**config.mk**
```make
export PLATFORM = sky130hd
export DESIGN_NAME = tfol_mul
export DESIGN_NICKNAME = d
export VERILOG_FILES = /design/src/rtl/core/tfol_pkg.sv /design/src/rtl/core/tfol_mul.sv
export SDC_FILE = /design/constraint.sdc
export NUM_CORES = 2
export LEC_CHECK = 0
export BUFFER_PORTS_ARGS = -buffer_cell sky130_fd_sc_hd__buf_2
export CORE_ASPECT_RATIO = 1.4
export CORE_MARGIN = 10
export CORE_UTILIZATION = 28
export DETAILED_ROUTE_END_ITERATION = 8
export PLACE_DENSITY = 0.45
export RECOVER_POWER = 25
export SYNTH_ARGS = -nofsm -noshare
export SYNTH_HDL_FRONTEND = slang
export SYNTH_SLANG_ARGS = --single-unit
```
**constraint.sdc**
```tcl
create_clock -name aclk -period 10.2 [get_ports aclk]
set_input_delay 1.02 -clock aclk [delete_from_list [all_inputs] [get_ports aclk]]
set_output_delay 1.02 -clock aclk [all_outputs]
set_load 0.02 [all_outputs]
```
**src/rtl/core/tfol_pkg.sv**
```systemverilog
// ----------------------------------------------------------------------------
// tfol_pkg
// Shared types and constants of the timed first-order low-pass filter.
// ----------------------------------------------------------------------------
package tfol_pkg;

    // field widths
    localparam int SAMPLE_W = 32;
    localparam int TIME_W   = 32;
    localparam int CFG_W    = 24;

    // multiplier operands and product
    localparam int MUL_A_W  = CFG_W + 1;
    localparam int PROD_W   = MUL_A_W + SAMPLE_W;

    // divider: numerator magnitude and divisor
    localparam int NUM_MAG_W = PROD_W - 1;
    localparam int DEN_W     = CFG_W + 1;

    // register reset values
    localparam logic [CFG_W-1:0] TIMEOUT_RESET = 24'd300000;

    // register indexes
    localparam logic [0:0] REG_TIME_CONSTANT = 1'b0;
    localparam logic [0:0] REG_TIMEOUT       = 1'b1;

    // request kinds carried on tuser
    localparam logic OP_FILTER = 1'b0;
    localparam logic OP_RESET  = 1'b1;

    // divider response
    typedef struct packed {
        logic                       done;
        logic signed [SAMPLE_W-1:0] quot;
    } div_rsp_t;

endpackage

```
**src/rtl/core/tfol_mul.sv**
```systemverilog
// ----------------------------------------------------------------------------
// tfol_mul
// Shared signed multiplier with a registered product, one product per cycle.
// ----------------------------------------------------------------------------
module tfol_mul (
    input  logic                                    aclk,
    input  logic signed [tfol_pkg::MUL_A_W-1:0]     a,
    input  logic signed [tfol_pkg::SAMPLE_W-1:0]    b,
    output logic signed [tfol_pkg::PROD_W-1:0]      p
);

    logic signed [tfol_pkg::PROD_W-1:0] p_reg;
    logic signed [tfol_pkg::PROD_W-1:0] p_next;

    // full-width signed product
    always_comb begin
        p_next = tfol_pkg::PROD_W'(a) * tfol_pkg::PROD_W'(b);
    end

    always_ff @(posedge aclk) begin
        p_reg <= p_next;
    end

    assign p = p_reg;

endmodule

```
# Yosys cells after proc, flatten, opt, wreduce, memory -nomap -nowiden
# Index checks and enable logic that the tools add are counted.
# totals
regBits	57
input_bits	58
out_inout_bits	57
wordCells	2
# op_classes
n_mul	1
# op_table
cell	n
multiplier 25 x 32 -> 57 bit	1

# Logic depth before layout (Yosys ltp)
# logic_depth
depth_word	1
mapped_depth	26
mapped_depth_nobuf	25

# Least setup slack after synthesis
# OpenSTA, ideal clock, no wires.
# synth_path
path_kind	input port to flip-flop
from	input port b[31] (netlist name)
to	register p_reg, in the netlist p[55]
setup_ps	132
t_arrival_ps	7239
required_ps	10068
setup_slack_ps	2830
path_stages	24
cell_sequence	clkbuf_1 nand2_1 inv_1 fa_1 fa_1 inv_1 fa_1 inv_1 fa_1 inv_1 fa_1 fa_1 fa_1 inv_1 ha_1 a21o_1 a21o_1 a21o_1 a21o_1 a21oi_1 o21ai_0 a21oi_1 o41ai_2 xor2_1
# synth_via
elab_chain_cells	1
# synth_lines
item	line_no	source
start, declared	tfol_mul.sv:8	input logic signed [tfol_pkg::SAMPLE_W-1:0] b,
multiplier 25 x 32 -> 57 bit	tfol_mul.sv:17	p_next = tfol_pkg::PROD_W'(a) * tfol_pkg::PROD_W'(b);
named net p_next, one bit	tfol_mul.sv:13	logic signed [tfol_pkg::PROD_W-1:0] p_next;
end signal, assigned	tfol_mul.sv:21	p_reg <= p_next;
end, declared	tfol_mul.sv:12	logic signed [tfol_pkg::PROD_W-1:0] p_reg;
# The timed path passes the listed nets, and every way through them passes these cells.

# Final worst setup path
# layout_path
from	input port a[10] (netlist name)
to	register p_reg, in the netlist p[54]
# layout_via
elab_chain_cells	1
# layout_lines
item	line_no	source
start, declared	tfol_mul.sv:7	input logic signed [tfol_pkg::MUL_A_W-1:0] a,
multiplier 25 x 32 -> 57 bit	tfol_mul.sv:17	
named net p_next, one bit	tfol_mul.sv:13	
# The timed path passes the listed nets, and every way through them passes these cells.

==> flow_summary.yaml <==
clock_tree:
  clock_path_buffers: 2
  cts_sinks: 57
  cts.repair.resized: 0
  clk_pin_slew_worst_paths_ns: 0.07
  cts_hold_buf: 0
  cts-htree-levels: 3
  post_cts_buffers: 0
  cts_tree: "done"
  cts-buffers-inserted: 9
  clockRootBuffer: "clkbuf_16"
die:
  die_w_um: 295
  start_util_pct: 28.1
  die_area_sq_um: 119000
  io_pins: 115
  die_h_um: 405
  core_sq_um: 105000
  row_count: 141
cells_and_area:
  largest_reg_flops: 57
  drive_above_1_share_pct: 4.67
  syn_to_final_growth_pct: 7.53
  regArea_sq_um: 1140
  fillers: 11300
  finalNetCount: 4240
  utilization_pct: 30.3
  fin_area_sq_um: 31900
  multiInputGateArea_sq_um: 24700
grt:
  grt_pass1_wl_um: 145000
  grt_max_degree: 33
  antenna_found_initial: 8
  grt_pass1_vias: 24344
  grtUsageTotal_pct: 16.3
  gr-total-overflow: 0
yosys:
  ys.flop_type: "dfxtp_1"
  synth_cells: 3204
  ys_seq_area_share_pct: 3.85
  ys_types: 63
  syn_area_sq_um: 29600
  yosys_warnings: 0
  yosysTopAreaCellShare_pct: 55.3
  synth.avg_cell_area_sq_um: 9.25
  async_flop_share_pct: 0
  synth-seq-cells: 57
  synthesis.nets: 4236
  synth_commonest_cells: "inv_1, fa_1, nand2_1"
  yosysTopAreaCell: "fa_1"
  synth_edf_count: 0
  synth_top_cells_by_area: "fa_1, inv_1, and2_1"
  yosysMostFrequentCell: "inv_1"
worst_hold_path:
  hold_depth: 2
  holdPathEnd: "p[0]$_DFF_P_"
  hold_start: "a[0]"
  hp-class: "in -> reg"
route:
  wl_per_cell_um: 20.1
  drtIter0Drc: 708
  num_vias: 20520
  drc: 0
  vias_per_cell: 4.49
  wl_um: 91800
  ant_nets: 0
  dr.pass1.iters: 4
placement:
  hpwl_um: 76800
  port_buffers: 114
  pre_cts_ws_ns: 1.01
  gp_congestion: 0.821
  dpl_cell_area_sq_um: 31600
timing:
  drv_slew: 0
  finalSetupViolCount: 0
  finalCritPeriodShare_pct: 86.1
  fmaxAchievable_mhz: 114
  timing.final.ws_setup_ns: 1.42
  slew_headroom_pct: 16.7
  min_period_ns: 8.78
  rsz0062_at_grt: "no"
  tightest_slew_ns: 1.25
  finalHoldViolations: 0
  finalSetupTns_ns: 0
worst_setup_path:
  critPathMaxFanout: 32
  endpoint_kind: "register"
  cp.arrival_ns: 9.05
  critical_path_class: "in -> reg"
  crit_path_start_kind: "input port"
  cp.required_ns: 10.48
job:
  max_cap_violations: 0
status:
  status: "finished, final reports clean"
worst max-delay path, cell delays in order:
cell and delay, ns:
buf_2 0.69, nand2_1 0.19, fa_1 0.58, fa_1 0.55
inv_1 0.05, fa_1 0.48, fa_1 0.62, fa_1 0.45
fa_1 0.58, inv_1 0.07, fa_1 0.48, inv_1 0.04
ha_1 0.43, nand3_1 0.13, o221ai_1 0.28, nand3_1 0.25
a311oi_1 0.89, o21ai_2 0.32, nand4_1 0.26, a41oi_1 0.23
o311ai_0 0.40
through the flow:
step / std cells / hold WS [ns]
floorplan: 3204 / 1.15
global placement: 4555 / 1.44
detailed placement: 4555 / 1.44
CTS: 4571 / 1.21
global route: 4571 / 1.26
finish: 4574 / 1.22
worst max-delay path by stage:
stage | start | endpoint | slack [ns] | cells after the start
CTS | a[10] | p[54]$_DFF_P_ | 1.36 | 21
floorplan | b[31] | p[55]$_DFF_P_ | 2.83 | 24
global placement | a[10] | p[53]$_DFF_P_ | 1.04 | 22
finish | a[10] | p[54]$_DFF_P_ | 1.42 | 21
detailed placement | a[10] | p[54]$_DFF_P_ | 1.01 | 21
global route | a[10] | p[54]$_DFF_P_ | 0.98 | 21
cell type report:
| cell class | count | area share (%) |
|---|---|---|
| Timing Repair Buffer | 146 | 2.43 |
| Inverter | 860 | 10.1 |
| Clock inverter | 7 | 0.326 |
| Sequential cell | 57 | 3.58 |
| Tap cell | 1358 | 5.33 |
| Antenna cell | 3 | 0.0236 |
| Multi-Input combinational cell | 2134 | 77.5 |
| Clock buffer | 9 | 0.707 |
layout by cell type (no fill, tap or decap), types with 2 or more instances in the layout:
cell and count:
inv_1 860, fa_1 819, nand2_1 410, and2_1 397, ha_1 155, buf_2 87, dfxtp_1 57, a21oi_1 52
nor2_1 50, xnor2_1 45, o21ai_0 40, buf_4 31, clkbuf_1 28, a21o_1 26, xor2_1 15, nand2b_1 14
nand3_1 13, nand4_1 9, clkbuf_16 9, a31oi_1 8, and3_1 6, nor3_1 6, a211oi_1 5, o21bai_1 5
a211o_1 4, o21a_1 4, or3_1 4, diode_2 3, o31ai_1 3, nor2b_1 3, o211a_1 2, o2111ai_1 2
or2_2 2, o211ai_1 2, a311oi_1 2, o311ai_0 2, a41oi_1 2, bufinv_16 2, clkinv_4 2, clkinvlp_4 2
cells by family after synthesis:
logic type | share of synthesized area, %
flip-flops | 3.85
XOR/XNOR | 1.77
adder cells (fa/ha/maj) | 61.9
AO/OA/AOI/OAI | 4.13
buffers and inverters | 12.8
AND/OR/NAND/NOR | 15.5
layer usage:
| metal | vias to the layer above | global-route usage [%] | routed length, um |
|---|---|---|---|
| met5 | - | 0 | 68 |
| met4 | 10 | 7.72 | 5090 |
| met3 | 158 | 1.58 | 2140 |
| met2 | 293 | 32.8 | 52800 |
| met1 | 10947 | 16.3 | 31700 |
| li1 | 9112 | - | - |
Power is left out: the tool's default activity adds up to more than one toggle a clock period on the data nets, which glitch-free logic cannot reach.
