==> config.mk <==
export PLATFORM = sky130hd
export DESIGN_NAME = tfol_div
export DESIGN_NICKNAME = d
export VERILOG_FILES = /design/src/rtl/core/tfol_pkg.sv /design/src/rtl/core/tfol_div.sv
export SDC_FILE = /design/constraint.sdc
export NUM_CORES = 1
export LEC_CHECK = 0
export BUFFER_PORTS_ARGS = -buffer_cell sky130_fd_sc_hd__buf_4
export CAP_MARGIN = 30
export CORE_MARGIN = 2
export CORE_UTILIZATION = 52
export CTS_CLUSTER_SIZE = 40
export DETAILED_ROUTE_END_ITERATION = 8
export GPL_TIMING_DRIVEN = 0
export PLACE_DENSITY = 0.77
export SLEW_MARGIN = 5
export SYNTH_ARGS = -nofsm -noshare
export SYNTH_HDL_FRONTEND = slang
export SYNTH_SLANG_ARGS = --single-unit
export TNS_END_PERCENT = 20
==> constraint.sdc <==
create_clock -name aclk -period 3.7 [get_ports aclk]
set_input_delay 0.74 -clock aclk [delete_from_list [all_inputs] [get_ports aclk]]
set_output_delay 0.74 -clock aclk [all_outputs]
set_load 0.05 [all_outputs]
==> src/rtl/core/tfol_pkg.sv <==
// ----------------------------------------------------------------------------
// tfol_pkg
// Shared types and constants of the timed first-order low-pass filter.
// ----------------------------------------------------------------------------
package tfol_pkg;

    // field widths
    localparam int SAMPLE_W = 32;
    localparam int TIME_W   = 32;
    localparam int CFG_W    = 24;

    // multiplier operands and product
    localparam int MUL_A_W  = CFG_W + 1;
    localparam int PROD_W   = MUL_A_W + SAMPLE_W;

    // divider: numerator magnitude and divisor
    localparam int NUM_MAG_W = PROD_W - 1;
    localparam int DEN_W     = CFG_W + 1;

    // register reset values
    localparam logic [CFG_W-1:0] TIMEOUT_RESET = 24'd300000;

    // register indexes
    localparam logic [0:0] REG_TIME_CONSTANT = 1'b0;
    localparam logic [0:0] REG_TIMEOUT       = 1'b1;

    // request kinds carried on tuser
    localparam logic OP_FILTER = 1'b0;
    localparam logic OP_RESET  = 1'b1;

    // divider response
    typedef struct packed {
        logic                       done;
        logic signed [SAMPLE_W-1:0] quot;
    } div_rsp_t;

endpackage

==> src/rtl/core/tfol_div.sv <==
// ----------------------------------------------------------------------------
// tfol_div
// Radix-2 restoring divider, one quotient bit per cycle, truncating toward
// zero via sign and magnitude.
// ----------------------------------------------------------------------------
module tfol_div (
    input  logic                                    aclk,
    input  logic                                    aresetn,
    input  logic                                    start,
    input  logic signed [tfol_pkg::PROD_W-1:0]      num,
    input  logic        [tfol_pkg::DEN_W-1:0]       den,
    output tfol_pkg::div_rsp_t                      rsp
);

    localparam int STEPS = tfol_pkg::NUM_MAG_W;
    localparam int CNT_W = $clog2(STEPS);

    logic [tfol_pkg::NUM_MAG_W-1:0] mag_reg;
    logic [tfol_pkg::DEN_W-1:0]     rem_reg;
    logic [tfol_pkg::DEN_W-1:0]     den_reg;
    logic                           neg_reg;
    logic                           busy_reg;
    logic                           done_reg;
    logic [CNT_W-1:0]               cnt_reg;

    logic [tfol_pkg::PROD_W-1:0]    num_abs;
    logic [tfol_pkg::DEN_W:0]       trial;
    logic [tfol_pkg::DEN_W:0]       diff;
    logic                           fits;
    logic                           last_step;

    // magnitude of the numerator and one trial subtraction
    always_comb begin
        num_abs   = num[tfol_pkg::PROD_W-1] ? tfol_pkg::PROD_W'(-num)
                                            : tfol_pkg::PROD_W'(num);
        trial     = {rem_reg, mag_reg[tfol_pkg::NUM_MAG_W-1]};
        diff      = trial - {1'b0, den_reg};
        fits      = trial >= {1'b0, den_reg};
        last_step = cnt_reg == CNT_W'(STEPS - 1);
    end

    // control
    always_ff @(posedge aclk) begin
        if (!aresetn) begin
            busy_reg <= 1'b0;
            done_reg <= 1'b0;
            cnt_reg  <= '0;
        end else begin
            done_reg <= busy_reg && last_step;
            if (start) begin
                busy_reg <= 1'b1;
                cnt_reg  <= '0;
            end else if (busy_reg) begin
                cnt_reg <= cnt_reg + CNT_W'(1);
                if (last_step) begin
                    busy_reg <= 1'b0;
                end
            end
        end
    end

    // datapath: quotient bits shift in as numerator bits shift out
    always_ff @(posedge aclk) begin
        if (start) begin
            mag_reg <= num_abs[tfol_pkg::NUM_MAG_W-1:0];
            rem_reg <= '0;
            den_reg <= den;
            neg_reg <= num[tfol_pkg::PROD_W-1];
        end else if (busy_reg) begin
            rem_reg <= fits ? diff[tfol_pkg::DEN_W-1:0] : trial[tfol_pkg::DEN_W-1:0];
            mag_reg <= {mag_reg[tfol_pkg::NUM_MAG_W-2:0], fits};
        end
    end

    assign rsp.done = done_reg;
    assign rsp.quot = neg_reg ? -$signed(mag_reg[tfol_pkg::SAMPLE_W-1:0])
                              : $signed(mag_reg[tfol_pkg::SAMPLE_W-1:0]);

endmodule

After elaboration in Yosys (flattened, before gate mapping)

Cells that the tools add are included.

Input port bits: 85
Logic and storage cells: 25
Register bits after elaboration: 115
Output and inout port bits: 33

Bitwise logic cells: 1
$lt $le $gt $ge: 1
Equal/unequal tests: 1
Reduce and logical (&&, ||, !) cells: 3
Add/subtract/negate cells: 4
Multiplexer cells: 8

Operators by type and width:

| kind                  | count |
|---|---|
| $mux W56              | 3 |
| $neg A56 Y56          | 1 |
| $mux W32              | 1 |
| $neg A32 Y32          | 1 |
| $ge A26 B25 Y1        | 1 |
| $mux W25              | 1 |
| $sub A25 B25 Y25      | 1 |
| $add A6 B1 Y6 const B | 1 |
| $eq A6 B6 Y1 const B  | 1 |
| $mux W1               | 3 |
| $reduce_bool A2 Y1    | 1 |
| $reduce_or A2 Y1      | 1 |
| $logic_and A1 B1 Y1   | 1 |
| $not A1 Y1            | 1 |

Logic depth before layout (Yosys ltp)

Depth in word-level cells: 4
Gate-level depth with buffers: 13
Mapped depth without buffers: 12

Least setup slack after synthesis

OpenSTA, ideal clock, no wires.

Path type: register to output
From: register mag_reg[4] (netlist bit)
To: output rsp[30] (netlist bit)
Stages on the path, launching flop included: 9
Data required time: 2.960 ns
Buffers on the path: 0
Arrival time: 2.824 ns
Slack: 0.136 ns
Cells stage by stage: edfxtp_1 nor3_1 nand4_1 or3_1 nand2b_1 nand2b_1 or2_2 o41ai_1 xnor2_1

RTL lines:

| item                   | RTL line       | text |
|---|---|---|
| start, declared        | tfol_div.sv:18 | `logic [tfol_pkg::NUM_MAG_W-1:0] mag_reg;` |
| start signal, assigned | tfol_div.sv:65 | `mag_reg <= num_abs[tfol_pkg::NUM_MAG_W-1:0];` |
| start signal, assigned | tfol_div.sv:71 | `mag_reg <= {mag_reg[tfol_pkg::NUM_MAG_W-2:0], fits};` |
| end, declared          | tfol_div.sv:12 | `output tfol_pkg::div_rsp_t rsp` |

==> results by group <==
CTS
  • Clk slew on worst S/H paths: 0.06 ns
  • Worst-Skew Late Latency: 0.42 ns
  • Htree depth: 4
  • TritonCTS clock tree: built
  • Clock Sinks: 115
  • Root Buffer: clkbuf_16
  • Num CTS Buffers: 17
  • Clk buf depth: 2

Yosys
  • Post-synth top area cell: edfxtp_1
  • Syn Inst Count: 825
  • Synth top area cells: edfxtp_1 32%, dfxtp_1 8.7%, xor2_1 7.2%
  • Syn. warnings: 0
  • Top FF cell, synth: edfxtp_1
  • Syn_nets: 939
  • Number of synthesized flops with an enable pin: 82
  • Sequential area share after synthesis: 41.2%
  • Synth Cell Area: 7580 um2
  • Synth Register Bits: 115
  • Yosys top cell area share: 32.5%
  • Post-synth ARST share: 0%
  • Synth Area per Inst: 9.18 um2
  • Netlist cell types: 60

Global routing
  • Initial antenna violation count: 0
  • Number of global-route vias before repair: 6,348
  • Largest net degree at the start of global routing: 32
  • GRT overflow: 0
  • First-pass GRT wire length: 32.0 mm
  • Total track usage: 25.6%

Hold path
  • Min-delay src: cnt_reg[5]$_SDFFE_PP0P_
  • Hold Path Depth: 2
  • Hold Path Class: flop to flop
  • Hold EP: cnt_reg[5]$_SDFFE_PP0P_

Run status
  • Status: complete, but fails checks
  • Failing checks: negative setup slack

STA
  • Worst setup margin: -0.0486 ns
  • Skew final: 0.00868 ns
  • Unrepaired setup endpoints after global routing: true
  • Post-layout minimum cycle time: 3.75 ns
  • Max Freq: 267 MHz
  • Final Hold Vio Count: 0
  • Worst slew margin: 52.5%
  • Tcrit/Tclk final: 101%
  • Endpoints failing setup: 1
  • Least-Margin Pin Slew: 0.712 ns
  • Fin. max-slew vios: 0

Critical path
  • CP arrival: 3.01 ns
  • R2r endpoint: rem_reg[19]$_SDFFE_PP0P_
  • Crit Path Max Fanout: 3
  • Worst flop-to-flop path startpoint: mag_reg[55]$_DFFE_PP_
  • CP Launch Type: flop
  • CP Data Required Time: 2.96 ns
  • Worst Path Class, Setup: flop to primary output
  • Flop2flop setup slack: 0.28 ns
  • Worst Setup End Kind: primary output
  • R2R cell count: 13

Drt
  • Via count: 6,996
  • Met3 wire length: 1.57 mm
  • Routed metal-1 wirelength: 8.96 mm
  • 1st-iter DRT viols: 630
  • Met2 wire length: 9.23 mm
  • First-pass detailed-route iteration total: 5
  • Routed WL: 20.3 mm
  • Via density: 5.96
  • Wire per inst: 17.3 um
  • Max layer used: met4
  • Antenna viol nets, final: 0
  • Drt drc: 0

Final layout
  • Most frequent cells in the layout: 133 x buf_4, 94 x nor2_1, 88 x a21oi_1, 82 x edfxtp_1, 62 x xor2_1
  • Final core utilization: 65.8%
  • Synth-to-Final Area Change: 24.7%
  • Multi-input gate area: 4230 um2
  • # diodes: 0
  • Layout cells sized above 1: 19.5%
  • FF/Latch Area: 3120 um2
  • Max reg flops: 56
  • Fillers: 1,192
  • Post-layout nets: 1,090
  • Most common cell after layout, fill and taps aside: buf_4

Placed design
  • GPL Wtd Cong: 0.903
  • Dpl ws: -0.193 ns
  • # port buffers: 117
  • HPWL after detailed placement: 14.3 mm

Power and ir drop
  • Pleak: 3.86 nW
  • Peak supply drop: 0.358 mV
  • PD cells: 466 nW/um2

Floorplan
  • Core ar.: 14,400 um2
  • Starting Density: 52.7%
  • Ports: 118
  • Die W: 125 um
  • Row cnt: 44
  • Die footprint: 15,600 um2
  • Die Y: 125 um

Job
  • MaxCap Viol Count: 0
## per-layer routing
metal	global-route usage [%]	vias to the layer above
li1	-	3324
met1	35.6	3310
met2	40.0	320
met3	4.47	42
met4	9.91	0
met5	0	-
## critical path, cell delays in order, from the launching register on
cell,delay [ns]
edfxtp_1,0.40
or4_4,0.56
or3_4,0.40
nand2b_4,0.16
nand2b_4,0.15
or2_4,0.25
o41ai_4,0.29
xnor2_1,0.15
buf_4,0.21
## cell usage after synthesis (11+ instances only)
cell and instances:
dfxtp_1 33, nand3_1 11, a21oi_1 88, o41ai_1 15
inv_1 42, xor2_1 62, nor3_1 13, ha_1 28
nand2_1 50, mux2i_1 16, clkbuf_1 32, nor2_1 96
edfxtp_1 82, o31ai_1 24, nand2b_1 12, xnor2_1 44
o21ai_0 48, a211oi_1 15
## how the worst max path moves through the flow
stage,startpoint,end,slack [ns],depth (start not counted)
floorplan,mag_reg[4]$_DFFE_PP_,rsp[30],0.14,8
global placement,start,mag_reg[31]$_DFFE_PP_,-0.22,4
detailed placement,num[30],mag_reg[50]$_DFFE_PP_,-0.19,10
CTS,mag_reg[13]$_DFFE_PP_,rsp[30],-0.07,8
global route,mag_reg[11]$_DFFE_PP_,rsp[30],-0.11,8
finish,mag_reg[11]$_DFFE_PP_,rsp[30],-0.05,8
## final cells by class
class                           instances  share of cell area [%]
Multi-Input combinational cell        631                    44.8
Sequential cell                       115                    33.1
Timing Repair Buffer                  132                    10.6
Clock buffer                           19                    4.58
Tap cell                              184                    2.44
Inverter                               42                    1.67
Buffer                                 37                    1.59
Clock inverter                         13                    1.24
## report_power, final
group	switching (mW)	internal [mW]	total, mW
combinational	0.768	0.473	1.24
clock	0.569	0.972	1.54
sequential	0.0924	1.53	1.62
## cells by family (layout without fill, tap and decap cells)
kind of cell               count (synthesis)  in the layout  synth area share (%)
buffers and inverters                     79            243                  4.05
adders and majority gates                 29             29                  4.89
AOI/OAI and AO/OA                        235            235                  19.4
DFF                                      115            115                  41.2
xor gates and xnor gates                 106            106                  12.3
muxes                                     18             18                  2.41
and+or+nand+nor                          243            243                  15.8
## per-stage QoR
step	hold WS, ns	setup TNS (ns)	power (mW)	area (um2)	instances
detailed placement	0.479	-0.676	2.82	8710	1127
CTS	0.485	-0.0840	4.39	9380	1170
finish	0.489	-0.0486	4.40	9450	1173
global placement	0.470	-12.44	2.80	8690	1126
floorplan	0.453	0	2.45	7580	825
global route	0.488	-0.209	4.57	9450	1173
## what timing repair did
action | in CTS | in global routing
cloned | 0 | 0
pin swaps | 1 | 7
hold endpoints to repair | 0 | 0
gates resized for setup | 8 | 10
setup endpoints to repair | 12 | 25
setup buffers | 11 | 3
hold buffers | 0 | 0
Power figures use the tool's default switching activity.
